--- src/rtl/wpr_pkg.sv ---
`timescale 1ns / 1ps
`default_nettype none
// ----------------------------------------------------------------------------
// wpr_pkg
// Shared types and constants of the weighted PageRank iteration block.
// ----------------------------------------------------------------------------
package wpr_pkg;

    localparam int NODE_W   = 5;
    localparam int WEIGHT_W = 16;
    localparam int SCORE_W  = 24;
    localparam int OSUM_W   = 21;
    localparam int CFG_W    = 16;
    localparam int CFGI_W   = 2;
    localparam int DIV_STEPS = 24;

    localparam logic [SCORE_W-1:0] ONE_Q816  = 24'd65536;
    localparam logic [SCORE_W-1:0] SCORE_MAX = 24'hFFFFFF;
    localparam logic [OSUM_W-1:0]  OSUM_MAX  = 21'h1FFFFF;

    typedef enum logic [CFGI_W-1:0] {
        CFG_NODE_COUNT = 2'd0,
        CFG_DAMPING    = 2'd1,
        CFG_TOLERANCE  = 2'd2,
        CFG_MAX_ITER   = 2'd3
    } cfg_index_t;

    typedef enum logic [3:0] {
        OP_HOLD,
        OP_INIT,
        OP_SUM,
        OP_MUL,
        OP_DIV,
        OP_LOADT,
        OP_SHIFT,
        OP_UPD,
        OP_COMMIT
    } cell_op_t;

    typedef struct packed {
        cell_op_t             op;
        logic [SCORE_W-1:0]   nv;
    } cell_ctrl_t;

    typedef enum logic [3:0] {
        S_CLEAR,
        S_IDLE,
        S_INIT,
        S_SUM_RD,
        S_SUM_ACC,
        S_ITER_START,
        S_RD,
        S_MUL,
        S_DIV,
        S_LOADT,
        S_SHIFT,
        S_MULD,
        S_UPD,
        S_ITER_END,
        S_OUT_LOAD,
        S_OUT_WAIT
    } wpr_state_t;

endpackage

`default_nettype wire

--- src/rtl/wpr_cell.sv ---
`timescale 1ns / 1ps
`default_nettype none
// ----------------------------------------------------------------------------
// wpr_cell
// One node of the chain: score, next score, out-sum, a bit-serial divider for
// its weighted term, and a term register that shifts toward the chain tail.
// ----------------------------------------------------------------------------
module wpr_cell #(
    parameter int MAX_NODES = 32,
    parameter int CELL_ID   = 0,
    localparam int IW = (MAX_NODES > 1) ? $clog2(MAX_NODES) : 1,
    localparam int CW = $clog2(MAX_NODES + 1)
) (
    input  wire logic                          clk,
    input  wire logic                          rst_n,
    input  wire wpr_pkg::cell_ctrl_t           ctrl,
    input  wire logic [IW-1:0]                 idx,
    input  wire logic [CW-1:0]                 n,
    input  wire logic [wpr_pkg::WEIGHT_W-1:0]  lane_w,
    input  wire logic [wpr_pkg::SCORE_W-1:0]   prev_term,
    output logic [wpr_pkg::SCORE_W-1:0]        term,
    output logic [wpr_pkg::SCORE_W-1:0]        score_sel
);
    import wpr_pkg::*;

    logic [SCORE_W-1:0] score_reg, score_next;
    logic [SCORE_W-1:0] nsc_reg, nsc_next;
    logic [OSUM_W-1:0]  osum_reg, osum_next;
    logic [OSUM_W-1:0]  rem_reg, rem_next;
    logic [SCORE_W-1:0] dlo_reg, dlo_next;
    logic [SCORE_W-1:0] term_reg, term_next;

    logic               is_me;
    logic               active;
    logic [OSUM_W:0]    osum_add;
    logic [OSUM_W:0]    trial;
    logic               ge;
    logic [WEIGHT_W+SCORE_W-1:0] prod;

    assign is_me  = (idx == IW'(CELL_ID));
    assign active = (CW'(CELL_ID) < n);

    always_comb
    begin
        score_next = score_reg;
        nsc_next   = nsc_reg;
        osum_next  = osum_reg;
        rem_next   = rem_reg;
        dlo_next   = dlo_reg;
        term_next  = term_reg;
        osum_add   = {1'b0, osum_reg} + (OSUM_W+1)'(lane_w);
        trial      = {rem_reg, dlo_reg[SCORE_W-1]};
        ge         = (trial >= {1'b0, osum_reg});
        prod       = lane_w * score_reg;
        unique case (ctrl.op)
            OP_INIT:
            begin
                score_next = ONE_Q816;
                osum_next  = '0;
            end
            OP_SUM:
            begin
                if (!is_me)
                begin
                    osum_next = (osum_add > (OSUM_W+1)'(OSUM_MAX)) ? OSUM_MAX
                                                                   : osum_add[OSUM_W-1:0];
                end
            end
            OP_MUL:
            begin
                rem_next = OSUM_W'(prod[WEIGHT_W+SCORE_W-1:SCORE_W]);
                dlo_next = prod[SCORE_W-1:0];
            end
            OP_DIV:
            begin
                rem_next = ge ? OSUM_W'(trial - {1'b0, osum_reg}) : trial[OSUM_W-1:0];
                dlo_next = {dlo_reg[SCORE_W-2:0], ge};
            end
            OP_LOADT:
            begin
                term_next = (active && !is_me && (osum_reg != '0)) ? dlo_reg : '0;
            end
            OP_SHIFT:
            begin
                term_next = prev_term;
            end
            OP_UPD:
            begin
                if (is_me)
                begin
                    nsc_next = ctrl.nv;
                end
            end
            OP_COMMIT:
            begin
                if (active)
                begin
                    score_next = nsc_reg;
                end
            end
            default:
            begin
            end
        endcase
    end

    always_ff @(posedge clk or negedge rst_n)
    begin
        if (!rst_n)
        begin
            score_reg <= ONE_Q816;
        end
        else
        begin
            score_reg <= score_next;
        end
    end

    always_ff @(posedge clk)
    begin
        nsc_reg  <= nsc_next;
        osum_reg <= osum_next;
        rem_reg  <= rem_next;
        dlo_reg  <= dlo_next;
        term_reg <= term_next;
    end

    assign term      = term_reg;
    assign score_sel = is_me ? score_reg : '0;

endmodule

`default_nettype wire

--- config.mk ---
export PLATFORM = sky130hd
export DESIGN_NAME = wpr_cell
export DESIGN_NICKNAME = d
export VERILOG_FILES = /design/src/rtl/wpr_pkg.sv /design/src/rtl/wpr_cell.sv
export SDC_FILE = /design/constraint.sdc
export NUM_CORES = 1
export LEC_CHECK = 0
export BUFFER_PORTS_ARGS = -buffer_cell sky130_fd_sc_hd__buf_2
export CORE_MARGIN = 3
export CORE_UTILIZATION = 28
export DETAILED_ROUTE_END_ITERATION = 12
export GPL_ROUTABILITY_DRIVEN = 0
export PLACE_DENSITY = 0.51
export SETUP_SLACK_MARGIN = 0.2
export SYNTH_ARGS = -nofsm -noshare
export SYNTH_HDL_FRONTEND = slang
export SYNTH_SLANG_ARGS = --single-unit
--- constraint.sdc ---
create_clock -name clk -period 7.7 [get_ports clk]
set_input_delay 0.77 -clock clk [delete_from_list [all_inputs] [get_ports clk]]
set_output_delay 0.77 -clock clk [all_outputs]
set_load 0.01 [all_outputs]
### After elaboration in Yosys (flattened, before gate mapping)

Cells that the tools add are included.

* register bits: 138
* bits of input ports: 81
* output and inout port bits: 48
* logic and storage cells: 45

* add/subtract/negate cells: 2
* multiply operators: 1
* magnitude comparators: 3
* equal/unequal tests: 10
* muxes and demuxes: 11
* reductions and logical operators: 12

Operators by type and width (number)
* 24-bit one-hot mux with 2 select lines: 3
* 21-bit one-hot mux with 2 select lines: 2
* 24-bit 2-to-1 mux: 3
* 21-bit 2-to-1 mux: 3
* 16-bit by 24-bit multiplier with 40-bit output: 1
* 21-bit by 16-bit adder with 22-bit output: 1
* 22-bit by 21-bit >= comparator with 1-bit output: 1
* 22-bit by 21-bit greater-than comparator with 1-bit output, second input constant: 1
* 21-bit nonzero test: 1
* 21-bit subtractor: 1
* 4-bit by 3-bit == test with 1-bit output, second input constant: 4
* 4-bit by 2-bit == test with 1-bit output, second input constant: 2
* 2-bit nonzero test: 4
* 1-bit by 6-bit less-than comparator with 1-bit output, first input constant: 1
* 2-bit AND reduction: 3
* 5-bit logical NOT: 1
* 4-bit by 1-bit == test with 1-bit output, second input constant: 1
* 4-bit == test, second input constant: 1
* 2-bit inequality test, second input constant: 2
* 1-bit logical AND: 2
* 1-bit logical NOT: 1

### Logic depth before layout (Yosys ltp)

Gate-level depths: netlist of run 1.

* depth after elaboration: 6
* gate-level depth with buffers: 25
* mapped depth without buffers: 23

### Worst setup path before layout of run 1

OpenSTA, ideal clock, no wires.

* kind: input port to flip-flop
* start: in lane_w[1] in the netlist's numbering
* end: reg rem_reg[1] (data pin)
* library setup time: 0.260 ns
* arrival time: 6.405 ns
* required time: 7.440 ns
* path slack: 1.035 ns
* cell stages on the path: 20
* path buffers: 1
* cell sequence: clkbuf_1 nand2_1 fa_1 fa_1 fa_1 fa_1 inv_1 fa_1 inv_1 fa_1 inv_1 ha_1 nand4_1 o311a_4 o31ai_2 nand2_1 o31ai_2 a21boi_1 xnor2_1 mux2_2

* longest elaborated chain between the ends: 2

RTL lines
* from (decl): RTL line wpr_cell.sv:19 `input wire logic [wpr_pkg::WEIGHT_W-1:0] lane_w,`
* 16-bit by 24-bit multiplier with 40-bit output: RTL line wpr_cell.sv:54 `prod = lane_w * score_reg;`
* 21-bit one-hot mux with 2 select lines: RTL line wpr_cell.sv:55 `unique case (ctrl.op)`
* via rem_next[1]: RTL line wpr_cell.sv:29 `logic [OSUM_W-1:0] rem_reg, rem_next;`
* to (signal assigned): RTL line wpr_cell.sv:123 `rem_reg <= rem_next;`
* to (decl): RTL line wpr_cell.sv:29

The timed path passes the listed nets, and every way through them passes these cells.
A chain may end at the register's enable or synchronous reset.

### Worst setup path in the final report of run 1

* start: reg score_reg[12]
* end: reg rem_reg[2] (data pin)

* longest elaborated chain between the ends: 2

RTL lines
* from (decl): RTL line wpr_cell.sv:26 `logic [SCORE_W-1:0] score_reg, score_next;`
* from (signal assigned): RTL line wpr_cell.sv:115 `score_reg <= score_next;`
* 16-bit by 24-bit multiplier with 40-bit output: RTL line wpr_cell.sv:54
* 21-bit one-hot mux with 2 select lines: RTL line wpr_cell.sv:55
* via rem_next[2]: RTL line wpr_cell.sv:29

The timed path passes the listed nets, and every way through them passes these cells.

==> results of run 1 <==
[area by class of cell]
type	instances	area, µm²
multi-input combinational	1517	14100
sequential	138	4025
antenna	2	5.005
inverter	392	1471
fill	7291	48020
timing repair buffer	162	895.9
tap	940	1176
clock inverter	15	153.9
clock buffer	17	425.4
[layer usage]
| layer | track usage (%) | share of wire (%) |
|---|---|---|
| met1 | 19.19 | 43 |
| met2 | 28.19 | 51 |
| met3 | 2.669 | 3.5 |
| met4 | 5.168 | 2.6 |
| met5 | 0 | 0.049 |
[worst paths after layout]
check                         startpoint             to  slack (ns)
setup / recovery           score_reg[12]     rem_reg[2]        0.77
hold / removal                     rst_n  score_reg[18]        0.28
setup reg to reg           score_reg[12]     rem_reg[2]        0.77
hold reg to reg              nsc_reg[12]  score_reg[12]        0.52
max in group asynchronous          rst_n   score_reg[8]        7.02
min in group clk                ctrl[15]    nsc_reg[15]        0.46
[power breakdown]
part | switching [mW] | internal, mW | leakage, nW | total [mW]
Clock | 0.400 | 0.456 | 0.282 | 0.856
Combinational | 0.560 | 0.356 | 8.72 | 0.916
Sequential | 0.0424 | 0.855 | 1.38 | 0.897
[logic make-up after synthesis]
kind of cell             Yosys count
adder cells (fa/ha/maj)          457
AND/OR/NAND/NOR                  666
buffers and inverters            491
XOR/XNOR                          61
AO/OA/AOI/OAI                    314
multiplexers                      19
flip-flops                       138
[layout by cell type (no fill, tap or decap), types with 6 or more instances in the layout]
cell type / synthesis / layout
clkbuf_16: 0 / 17
xnor2_1: 35 / 35
a21o_1: 38 / 38
ha_1: 149 / 149
dfrtp_1: 23 / 23
o21a_1: 16 / 16
nand2b_1: 9 / 8
buf_4: 2 / 34
nor4_1: 8 / 6
and2_1: 185 / 185
or3_1: 10 / 10
nand2_1: 331 / 331
nor3_1: 16 / 14
nor2b_1: 6 / 6
nand3_1: 18 / 18
fa_1: 308 / 308
nor2_1: 49 / 46
a31oi_1: 12 / 12
a22o_1: 25 / 25
inv_1: 392 / 392
xor2_1: 26 / 26
o21ai_0: 57 / 57
a21oi_1: 100 / 99
o21bai_1: 7 / 7
buf_2: 3 / 128
nand4_1: 12 / 12
a21boi_0: 6 / 6
a211oi_1: 10 / 10
mux2i_1: 15 / 15
edfxtp_1: 114 / 114
[per-stage QoR]
step                      power, mW  cell area [µm²]  hold slack (ns)  util, %
final                         2.669            22250           0.2782    31.67
after detailed placement      1.841            21670           0.5099    30.84
after CTS                     2.725            22250           0.2650    31.66
after global placement        1.828            21670           0.5022    30.84
after floorplan               1.544            19930           0.4744        -
after global routing          2.866            22250           0.3089    31.66
==> results.json, run 1 <==
{
  "crit_family": "adder cells",
  "synth-xor-area-share_pct": 2.680,
  "worst-path-stages": 23,
  "synthMuxAreaShare_pct": 0.9793,
  "finalSetupViolations": 0,
  "clock_sinks": 138,
  "post_drt_wl_per_cell_um": 17.45,
  "track_usage_pct": 15.77,
  "clock_path_buffers": 2,
  "fmax_mhz": 144.2,
  "num_vias": 14927,
  "routed_via_density": 4.690,
  "cts_tree": "done",
  "critPathKind": "reg2reg",
  "timing.slew.headroom_pct": 28.35,
  "start_util_pct": 28.36,
  "status": "completed",
  "routed_wl_um": 55530,
  "yosys.area.top_type": "fa_1",
  "timing.final.crit_share_pct": 90.06,
  "worst_pin_slew_ns": 1.074,
  "reg2reg_depth": 23,
  "cts_resized": 0,
  "crit_path_top_delay_cell": "dfrtp_1",
  "clk_latency_ns": 0.49,
  "synth_top_family_by_area": "adder cells",
  "syn_area_um2": 19930,
  "grt_setup_unrepaired": "false",
  "placement.io_buffers": 128,
  "slowest_delay_ns": 0.90,
  "fin_cells": 3183,
  "fp.dieW_um": 272.8,
  "cp.buffers_inverters": 6,
  "placed_cells": 3149,
  "ant_nets": 0,
  "drv_cap": 0,
  "synth_area_per_cell_um2": 9.288,
  "synthSimpleGateAreaFrac_pct": 16.11,
  "cts_buffers": 17,
  "cp.arrival_ns": 7.12,
  "cp_common_cell": "fa_1",
  "dieArea_um2": 74420,
  "yosys-top-cells-area": "fa_1, edfxtp_1, ha_1",
  "fp.dieH_um": 272.8,
  "async_flop_share_pct": 17.39,
  "end_kind": "flip-flop",
  "hold_buffers": 0,
  "ys_ff_latch": 138,
  "core_um2": 70270,
  "seq_area_frac_synth_pct": 20.19,
  "power_density_nw_per_um2": 119.9,
  "synthTopCellsByCount": "inv_1, nand2_1, fa_1",
  "rows": 97,
  "hp-class": "in2async",
  "post-cts-setup-buffers": 0,
  "drv_slew": 0,
  "ys_types": 71,
  "drcViolationCount": 0,
  "p_leak_nw": 10.38,
  "synthCells": 2146,
  "clk_pin_slew_ns": 0.07,
  "skew_ns": 0.01355,
  "yosys_warnings": 0,
  "yosysMostFrequentCell": "inv_1",
  "setup.worst_path.start_class": "flip-flop",
  "synth_fp_nets": 2684,
  "period_minus_slack_ns": 6.935,
  "cts_root_buffer": "clkbuf_16",
  "worst-path-max-fanout": 18,
  "required_ns": 7.89,
  "boundaryPins": 129,
  "grt_max_degree": 49,
  "grt_antenna_before_repair": 5,
  "synth_compound_area_share_pct": 10.45,
  "first_pass_iters": 5,
  "cts_max_level": 4,
  "area_delta_synth_final_pct": 11.64,
  "fin_nets": 2766,
  "dp_hpwl_um": 44870,
  "grt_overflow": 0,
  "drive_gt1_share_pct": 10.17,
  "synth.top_cell.area_share_pct": 30.94,
  "ys.flop_type": "edfxtp_1",
  "synth_edf_count": 114,
  "synth_fa_ha_area_share_pct": 40.29,
  "setup_ws_ns": 0.7651,
  "drt_iter0_drc": 713,
  "grt_pass1_vias": 16695,
  "fin_setup_tns_ns": 0,
  "grt_pass1_wl_um": 91620,
  "path_cells": "nand2_1 > fa_1 > inv_1 > fa_1 > inv_1 > fa_1 > inv_1 > fa_1 > fa_1 > inv_1 > fa_1 > inv_1 > ha_1 > a21o_1 > a21o_1 > a2111oi_0 > nor2_1 > nor3_1 > buf_4 > nor2_1 > nor2_1 > xor2_1 > mux2i_1",
  "hold_violations": 0,
  "vdd_drop_max_mv": 0.1697,
  "place_ws_ns": 0.4575
}
(Power assumes the default switching activity.)
==> inputs of run 2 (changes only) <==
==> constraint.sdc (replaced) <==
create_clock -name clk -period 8.5 [get_ports clk]
set_input_delay 0.425 -clock clk [delete_from_list [all_inputs] [get_ports clk]]
set_output_delay 0.425 -clock clk [all_outputs]
set_load 0.01 [all_outputs]
==> run 2 against run 1 <==
Effect of this change: final cell count fell by 0.60%; critical path depth down 4; design area decreased by 0.69%; critical endpoint is now rem_reg[14]; largest power group unchanged.
==> results.json, run 2 (synthesized netlist as in run 1, its figures left out) <==
{
  "status": "completed",
  "p_int_mw": 1.477,
  "dieArea_um2": 74420,
  "clock_sinks": 138,
  "whs_ns": 0.1298,
  "cts_root_buffer": "clkbuf_16",
  "p_sw_share_pct": 37.94,
  "vdd_drop_max_mv": 0.1448,
  "grt_max_degree": 49,
  "fin_setup_tns_ns": 0,
  "hold-path-cell-count": 1,
  "fp.dieW_um": 272.8,
  "slowest_delay_ns": 0.95,
  "hp-class": "in2reg",
  "clk_pin_slew_ns": 0.07,
  "grt_pass1_vias": 16527,
  "grt_pass1_wl_um": 90100,
  "reg2reg_depth": 19,
  "area_delta_synth_final_pct": 10.87,
  "finalSetupViolations": 0,
  "clock_path_buffers": 2,
  "dp_hpwl_um": 43690,
  "antenna_cells": 0,
  "skew_ns": 0.01125,
  "placement.io_buffers": 128,
  "cp.arrival_ns": 7.28,
  "drive_gt1_share_pct": 9.442,
  "fmax_mhz": 141.2,
  "final_cell_mix": "inv_1, nand2_1, fa_1, and2_1, ha_1",
  "post_drt_wl_per_cell_um": 17.56,
  "drcViolationCount": 0,
  "cts_buffers": 17,
  "hold_violations": 0,
  "worst-path-max-fanout": 18,
  "cts_max_level": 4,
  "grt_setup_unrepaired": "false",
  "grt_antenna_before_repair": 5,
  "power_density_nw_per_um2": 107.7,
  "routed_wl_um": 55550,
  "grt_overflow": 0,
  "rows": 97,
  "final_common_cell": "inv_1",
  "fin_cells": 3164,
  "placed_cells": 3131,
  "setup.worst_path.start_class": "flip-flop",
  "cp_common_cell": "fa_1",
  "required_ns": 8.70,
  "seqPwrFrac_pct": 34.3,
  "reg2reg_from": "score_reg[19]",
  "drt_iter0_drc": 674,
  "path_cells": "nand2_1 > fa_1 > fa_1 > fa_1 > inv_1 > fa_1 > fa_1 > inv_1 > fa_1 > inv_1 > ha_1 > nand2_1 > or3_1 > a211oi_1 > nor3_1 > o31ai_2 > a21oi_1 > xor2_1 > mux2i_1",
  "fin_nets": 2749,
  "post-cts-setup-buffers": 0,
  "track_usage_pct": 15.66,
  "r2r_slack_ns": 1.42,
  "cts_tree": "done",
  "worst_pin_slew_ns": 1.147,
  "p_total_mw": 2.381,
  "drv_slew": 0,
  "num_vias": 14868,
  "p_leak_nw": 10.28,
  "worstReg2RegEnd": "rem_reg[14]",
  "clk_latency_ns": 0.47,
  "timing.slew.headroom_pct": 23.46,
  "power_switching_mw": 0.9034,
  "first_pass_iters": 5,
  "pwr-share-comb_pct": 35.0,
  "drv_cap": 0,
  "crit_path_top_delay_cell": "dfrtp_1",
  "start_util_pct": 28.36,
  "nFillCells": 7331,
  "routed_via_density": 4.699,
  "power_frac_clock_pct": 30.8,
  "end_kind": "flip-flop",
  "whs_endpoint": "nsc_reg[16]",
  "timing.final.crit_share_pct": 83.30,
  "period_minus_slack_ns": 7.081,
  "fp.dieH_um": 272.8,
  "core_um2": 70270,
  "boundaryPins": 129,
  "hold_start": "ctrl[16]",
  "cts_resized": 0,
  "critPathKind": "reg2reg",
  "ant_nets": 0
}
[run 2: cell count changes in the layout (fill, tap and decap cells not counted), sizes merged]
cell,delta
dlygate4sd3,+1
buf,-18
clkinvlp,+1
diode,-2
inv,-1
bufinv,-1
clkinv,+1
[run 2: per-layer routing]
layer | vias up | routed length (µm) | track usage [%]
met5 | - | 35 | 0
met4 | 6 | 1803 | 5.818
met3 | 94 | 2148 | 2.897
met2 | 281 | 28670 | 28.13
met1 | 7559 | 22890 | 18.52
li1 | 6928 | - | -
[run 2: how the worst max path moves through the flow]
stage	depth (start not counted)	startpoint	end	slack, ns
3_3_place_gp	23	lane_w[1]	rem_reg[14]	1.53
5_1_grt	19	score_reg[9]	rem_reg[14]	1.11
6_report	19	score_reg[19]	rem_reg[14]	1.42
4_1_cts	19	score_reg[19]	rem_reg[14]	1.45
3_5_place_dp	23	lane_w[1]	rem_reg[14]	1.45
2_1_floorplan	21	score_reg[9]	rem_reg[1]	2.06
[run 2: cell type report]
type	instances	area, µm²	area share, %
clock buffers	17	425.4	1.925
inverters	392	1471	6.658
clock inverters	15	130.1	0.5888
repair buffers	145	770.7	3.488
well taps	940	1176	5.322
multi-input cells	1517	14100	63.80
flip-flops and latches	138	4025	18.21
[run 2: power groups by stage]
stage               registers [mW]  clock network [mW]  logic (mW)
floorplan                    0.802                   0       0.597
global placement             0.830                   0       0.832
detailed placement           0.831                   0       0.843
CTS                          0.817               0.760       0.848
global route                 0.820               0.785       0.951
finish                       0.816               0.733       0.833
[run 2: stage by stage]
step	area, µm²	utilization (%)	setup slack (ns)
floorplan	19930	-	2.062
global placement	21530	30.64	1.528
detailed placement	21530	30.64	1.449
CTS	22100	31.45	1.449
global route	22100	31.45	1.114
finish	22100	31.45	1.419
[run 2: worst max-delay path, delay by kind of cell, from the launching register on]
family	cells	cell delay, ns
AOI/OAI and AO/OA	3	0.82
xor gates and xnor gates	1	0.17
adders and majority gates	7	3.57
and+or+nand+nor	4	1.01
muxes	1	0.09
DFF	1	0.95
buffers and inverters	3	0.17
[run 2: repair_timing]
action | 4_1_cts | 5_1_grt
hold buffers | 1 | 0
endpoints found under the setup margin | 0 | 0
hold endpoints to repair | 23 | 0
